--- config.mk ---
export PLATFORM = sky130hd
export DESIGN_NAME = pkcs7_dpath
export DESIGN_NICKNAME = d
export VERILOG_FILES = /design/src/rtl/pkcs7_pkg.sv /design/src/rtl/pkcs7_dpath.sv
export SDC_FILE = /design/constraint.sdc
export NUM_CORES = 1
export LEC_CHECK = 0
export ABC_AREA = 1
export CORE_ASPECT_RATIO = 1.1
export CORE_MARGIN = 8
export CORE_UTILIZATION = 41
export DETAILED_ROUTE_END_ITERATION = 12
export DONT_BUFFER_PORTS = 1
export GPL_TIMING_DRIVEN = 1
export SETUP_SLACK_MARGIN = 0.3
export SLEW_MARGIN = 20
export SYNTH_ARGS = -nofsm -noshare
export SYNTH_HDL_FRONTEND = slang
export SYNTH_SLANG_ARGS = --single-unit
--- constraint.sdc ---
create_clock -name i_clk -period 2.85 [get_ports i_clk]
set_clock_uncertainty 0.05 [all_clocks]
set_input_delay 0.57 -clock i_clk [delete_from_list [all_inputs] [get_ports i_clk]]
set_output_delay 0.57 -clock i_clk [all_outputs]
set_load 0.05 [all_outputs]
--- src/rtl/pkcs7_pkg.sv ---
// Shared constants, status codes and controller/datapath interface structs
// for the PKCS#7 unpad checker. No dependencies.
package pkcs7_pkg;

    localparam int MAX_BLOCK_DEF = 32;
    localparam int CFG_W         = 6;
    localparam logic [CFG_W-1:0] BS_RESET = 6'd16;

    localparam logic [1:0] ST_OK  = 2'd0;
    localparam logic [1:0] ST_LEN = 2'd1;
    localparam logic [1:0] ST_PAD = 2'd2;

    // controller -> datapath
    typedef struct packed {
        logic take;        // input ready
        logic rd;          // read held byte at index
        logic chk;         // compare read byte with pad value
        logic ld_data;     // load output register with read byte
        logic start_emit;  // restart index for trailing data emission
        logic ld_stat;     // load output register with closing status word
    } t_cmd;

    // datapath -> controller
    typedef struct packed {
        logic in_valid;
        logic in_last;
        logic full;        // incoming byte completes a block
        logic len_ok;      // count equals block size
        logic pad_ok;      // 1 <= pad <= block size
        logic at_end;      // index is on the last element of the range
        logic emit_none;   // block is all padding
        logic code_bad;    // status code not ok
        logic out_free;    // output register free at next edge
    } t_sts;

endpackage

--- src/rtl/pkcs7_dpath.sv ---
// Datapath: block buffer memory, counters, pad check and output register.
// Depends on pkcs7_pkg.
module pkcs7_dpath
    import pkcs7_pkg::*;
#(
    parameter int MAX_BLOCK = MAX_BLOCK_DEF
) (
    input  logic             i_clk,
    input  logic             i_rst_n,
    input  t_cmd             i_cmd,
    output t_sts             o_sts,
    input  logic             i_cfg_we,
    input  logic [CFG_W-1:0] i_cfg_wdata,
    input  logic             i_in_valid,
    input  logic [7:0]       i_in_data,
    input  logic             i_in_last,
    input  logic             i_out_ready,
    output logic             o_out_valid,
    output logic [7:0]       o_out_byte,
    output logic             o_out_byte_valid,
    output logic             o_out_eom,
    output logic [1:0]       o_out_status
);

    localparam int AW = (MAX_BLOCK > 1) ? $clog2(MAX_BLOCK) : 1;
    localparam int CW = $clog2(MAX_BLOCK + 1);
    localparam int EW = (CW > CFG_W) ? CW : CFG_W;
    localparam int PW = (CW > 8) ? CW : 8;

    logic [7:0]       r_mem [MAX_BLOCK];
    logic [7:0]       r_rdata;
    logic [CFG_W-1:0] r_bs;
    logic [AW-1:0]    r_fill;
    logic [CW-1:0]    r_n;
    logic [7:0]       r_pad;
    logic [CW-1:0]    r_idx;
    logic [CW-1:0]    r_end;
    logic [1:0]       r_code;
    logic             r_ov;
    logic [7:0]       r_ob;
    logic             r_ovf;
    logic             r_oeom;
    logic [1:0]       r_ost;

    logic [EW-1:0] bs_ext;
    logic [EW-1:0] eff_ext;
    logic [CW-1:0] eff;
    logic [CW-1:0] n_cnt;
    logic          take;
    logic          full;
    logic          len_ok;
    logic          pad_ok;
    logic [CW-1:0] idx_inc;

    // effective block size: zero acts as one, clamp to buffer depth
    always_comb begin
        bs_ext = EW'(r_bs);
        if (r_bs == '0) begin
            eff_ext = EW'(1);
        end else if (bs_ext > EW'(MAX_BLOCK)) begin
            eff_ext = EW'(MAX_BLOCK);
        end else begin
            eff_ext = bs_ext;
        end
        eff = eff_ext[CW-1:0];
    end

    assign n_cnt   = CW'(r_fill) + CW'(1);
    assign take    = i_cmd.take & i_in_valid;
    assign full    = (n_cnt >= eff);
    assign len_ok  = (n_cnt == eff);
    assign pad_ok  = (i_in_data != 8'd0) && (PW'(i_in_data) <= PW'(eff));
    assign idx_inc = r_idx + CW'(1);

    always_comb begin
        o_sts.in_valid  = i_in_valid;
        o_sts.in_last   = i_in_last;
        o_sts.full      = full;
        o_sts.len_ok    = len_ok;
        o_sts.pad_ok    = pad_ok;
        o_sts.at_end    = (idx_inc == r_end);
        o_sts.emit_none = (r_n == CW'(r_pad));
        o_sts.code_bad  = (r_code != ST_OK);
        o_sts.out_free  = !r_ov || i_out_ready;
    end

    // block buffer
    always_ff @(posedge i_clk) begin
        if (take) begin
            r_mem[r_fill] <= i_in_data;
        end
        if (i_cmd.rd) begin
            r_rdata <= r_mem[r_idx[AW-1:0]];
        end
    end

    always_ff @(posedge i_clk) begin
        if (!i_rst_n) begin
            r_bs   <= BS_RESET;
            r_fill <= '0;
        end else begin
            if (i_cfg_we) begin
                r_bs <= i_cfg_wdata;
            end
            if (take) begin
                r_fill <= (!i_in_last && !full) ? n_cnt[AW-1:0] : '0;
            end
        end
    end

    always_ff @(posedge i_clk) begin
        if (take) begin
            r_n   <= n_cnt;
            r_pad <= i_in_data;
            r_end <= n_cnt;
            r_idx <= i_in_last ? (n_cnt - CW'(i_in_data)) : '0;
            if (!len_ok) begin
                r_code <= ST_LEN;
            end else if (!pad_ok) begin
                r_code <= ST_PAD;
            end else begin
                r_code <= ST_OK;
            end
        end else if (i_cmd.start_emit) begin
            r_idx <= '0;
            r_end <= r_n - CW'(r_pad);
        end else if (i_cmd.chk) begin
            r_idx <= idx_inc;
            if (r_rdata != r_pad) begin
                r_code <= ST_PAD;
            end
        end else if (i_cmd.ld_data) begin
            r_idx <= idx_inc;
        end
    end

    // output register
    always_ff @(posedge i_clk) begin
        if (!i_rst_n) begin
            r_ov <= 1'b0;
        end else if (i_cmd.ld_data || i_cmd.ld_stat) begin
            r_ov <= 1'b1;
        end else if (i_out_ready) begin
            r_ov <= 1'b0;
        end
    end

    always_ff @(posedge i_clk) begin
        if (i_cmd.ld_data) begin
            r_ob   <= r_rdata;
            r_ovf  <= 1'b1;
            r_oeom <= 1'b0;
            r_ost  <= ST_OK;
        end else if (i_cmd.ld_stat) begin
            r_ob   <= 8'd0;
            r_ovf  <= 1'b0;
            r_oeom <= 1'b1;
            r_ost  <= r_code;
        end
    end

    assign o_out_valid      = r_ov;
    assign o_out_byte       = r_ob;
    assign o_out_byte_valid = r_ovf;
    assign o_out_eom        = r_oeom;
    assign o_out_status     = r_ost;

endmodule

==> results.txt <==
* Result of the run: finished, violations left
- Violations in the final reports: setup timing
- Root Driver: clkbuf_16
- From left edge to right edge, the die measures 191 um.
* Worst Hold Launch: i_cmd[2]
* Detailed route wirelength on metal3: 1650 um
* Global-route wire length before repair: 53100 um
- Synthesis produced a netlist whose cell count is 1284.
- Worst Hold Slack: 32.3 ps
- Clock tree from TritonCTS: built
- Slowest cell on crit path: dfxtp_2
- Static timing analysis puts the maximum clock frequency at 346 MHz.
- Of all flip-flops after synthesis, the portion carrying an async set or reset was 0.
* Clock latency of the later-clocked register in the worst-skew pair: 560 ps
- Areal power density over the cells: 656 nW/um^2
* Cts-stage hold buffer count: 0
- Starting Density: 0.415
- First-pass detailed-route iteration total: 7
- For this run the aggregate overflow at the end of global routing stands at 0.
* Slew at the pin closest to its max-slew limit: 880 ps
- Remaining antenna violation count after routing: 0
* Floorplan die area: 39900 um^2
- The repair_antennas step left the layout with diodes totalling 0.
* Antenna violations before repair: 0
* Via count: 9214
- At the end of routability-driven placement, the weighted congestion stood at 0.837.
- The max-slew violation total from the final report is 0.
- Maximum number of pins on one net before global-route repair: 129
* Count of unique library cells instantiated by Yosys: 34
- 48 I/O pins were placed.
- Type of the worst min-delay path: in -> reg
* Crit share post-route: 1.01
- The synthesized design contains 300 enable-type register cells.
- Final number of setup-violating endpoints: 2
- The tool flagged a number of max-cap violations equal to 0.
- Avg Cell Area, Syn: 10.8 um^2
* End-of-flow core utilization: 0.474
- Number of filler cells placed in the layout: 3047
* Post-synthesis instance area: 13800 um^2
- Relative to the synthesized area, the layout overhead comes to 14.1%.
* Count of state elements after synthesis: 316
- The design draws 10.3 mW.
* Seq/Total Area, Yosys: 0.675
- Initial detailed-routing violation count: 690
- Final hold violations: 0
- Number of nets in the synthesized netlist: 1339
- Synthesis Warnings: 0
- Number of vias per cell after detailed routing: 5.19
- STA classifies the critical path startpoint as a flip-flop.
* Wl on met1: 14800 um
* Length of routed met2 wiring: 17100 um
- Detailed placement ended at an HPWL of 21100 um.
* Number of remaining DRC errors: 0
- Row generation in the floorplan step produced 70 rows.
* Data arrival time at the worst-slack endpoint: 2270 ps
- The die is 209 um tall.
- For this block, the routed nets add up to 34200 um of wire.
- Largest driver fanout on the critical path: 7
* Max Used Layer: met4
* CTS clk-pin slew, worst paths: 60 ps
* Start of the worst register-to-register path: bs_ext[3]
- Cell type with the highest occurrence count on the critical path: nand2_2
- The number of clock buffers added by TritonCTS is 30.
- WS Path Type: reg -> out
- Clock Sink Count: 316
- Type of element capturing the critical path: output port
- Tracing the worst setup path back leads to its startpoint at r_fill[0].
- The net count of the finished layout is 1375.
- Port buffering added 0 buffers.
- Average detailed-routed wire length per instance: 19.3 um
* Placeable core area: 33300 um^2
* Cells along the critical path: buf_6 > nand4_1 > nor2_2 > ha_1 > nand2_2 > nor2_4 > nand2_2 > nand2_2 > nor2_4 > inv_2 > buf_8
* PnR worst setup slack: -39.4 ps
- In the layout the commonest cells are nand2_1, edfxtp_1, nand3_1, nor2_1, inv_1.
- Most frequent standard cell in the layout excluding fill and tap cells: nand2_1
- Headroom to the max-slew limit came out at 0.411.
* Top flip-flop cell by instance count after synthesis: edfxtp_1
- In the global route stage, overall resource usage came out at 0.170.
- Share of cells above drive strength 1: 0.130
* Total number of H-tree levels: 1
- Delay of the slowest cell on the worst path: 360 ps
* Post-layout min period: 2890 ps
- The clock passes through at most 3 buffers.
* Leakage power: 6.06 nW
- Setup repair after global routing could not meet its margin everywhere.
* Via count of the first global-routing pass: 8967
- Data required, critical path: 2230 ps
- VDD sags by at most 0.509 mV.
- OpenSTA, run right after detailed placement, puts the worst setup slack at 250 ps.
[what timing repair did]
| item | in CTS | in global routing |
|---|---|---|
| cloned | 0 | 0 |
| pin swaps | 20 | 20 |
| endpoints found under the setup margin | 5 | 14 |
| setup buffers | 20 | 8 |
| resized for setup | 70 | 22 |
[final timing paths]
| kind | to | slack [ps] | depth (start not counted) |
|---|---|---|---|
| max reg2reg | r_code[1] | 0 | 24 |
| min reg2reg | o_out_status[0] | 460 | 2 |
| min | o_out_eom | 30 | 1 |
| max | o_sts[6] | -40 | 11 |
[logic make-up (layout without fill, tap and decap cells)]
logic type                 count (synthesis)  count (layout)  share of synthesized area
DFF                                      316             316                      0.675
and+or+nand+nor                          715             715                      0.213
AOI/OAI and AO/OA                         80              80                     0.0310
xor gates and xnor gates                  12              12                    0.00760
buffers and inverters                    132             191                     0.0468
adders and majority gates                 29              29                     0.0273
[sequential cells by signal (all words and copies together), names as in the netlist]
register / cells
r_mem: 256
o_out_byte: 8
r_pad: 8
r_rdata: 8
bs_ext: 6
r_end: 6
r_idx: 6
r_n: 6
r_fill: 5
o_out_status: 2
r_code: 2
o_out_byte_valid: 1
o_out_eom: 1
o_out_valid: 1
[layout make-up]
| class | instances | area, um^2 | area share |
|---|---|---|---|
| Sequential cell | 316 | 9340 | 0.592 |
| Multi-Input combinational cell | 836 | 4150 | 0.263 |
| Tap cell | 432 | 541 | 0.0343 |
| Clock inverter | 9 | 37.5 | 0.00238 |
| Timing Repair Buffer | 63 | 563 | 0.0357 |
| Clock buffer | 46 | 862 | 0.0546 |
| Inverter | 73 | 288 | 0.0182 |
[critical path: cells and delay by family, from the launching register on]
kind / cells / cell delay, ps
buffers and inverters: 3 / 320
adders and majority gates: 1 / 270
and+or+nand+nor: 7 / 740
DFF: 1 / 360
[power breakdown]
group | internal [mW] | total [mW] | switching [mW]
Clock | 2.07 | 3.72 | 1.65
Sequential | 5.20 | 5.33 | 0.137
Combinational | 0.434 | 1.30 | 0.864
[cell usage after synthesis, types with 5 or more instances]
cell / count / share of area
nand2_1: 461 / 0.13
edfxtp_1: 300 / 0.65
nand3_1: 169 / 0.061
inv_1: 70 / 0.019
nor2_1: 68 / 0.018
a21oi_1: 49 / 0.018
ha_1: 27 / 0.024
buf_2: 26 / 0.0094
o21ai_0: 17 / 0.0062
dfxtp_1: 16 / 0.023
buf_4: 13 / 0.0071
buf_6: 9 / 0.0073
clkbuf_1: 8 / 0.0022
xnor2_1: 6 / 0.0038
xor2_1: 6 / 0.0038
nand4_1: 5 / 0.0023
or2_2: 5 / 0.0023
[per-stage QoR]
| stage | instances | TNS, ps | instance area (um^2) |
|---|---|---|---|
| after floorplan | 1284 | 0 | 13800 |
| after global placement | 1692 | 0 | 14300 |
| after detailed placement | 1692 | 0 | 14300 |
| after CTS | 1767 | -50.6 | 15600 |
| after global routing | 1775 | -462 | 15800 |
| final | 1775 | -58.4 | 15800 |
[per-layer routing]
metal	GRT usage	vias up
li1	-	4439
met1	0.227	4490
met2	0.289	242
met3	0.0187	43
met4	0.0491	0
met5	0	-
No activity file was read; power rests on OpenSTA's default activity.
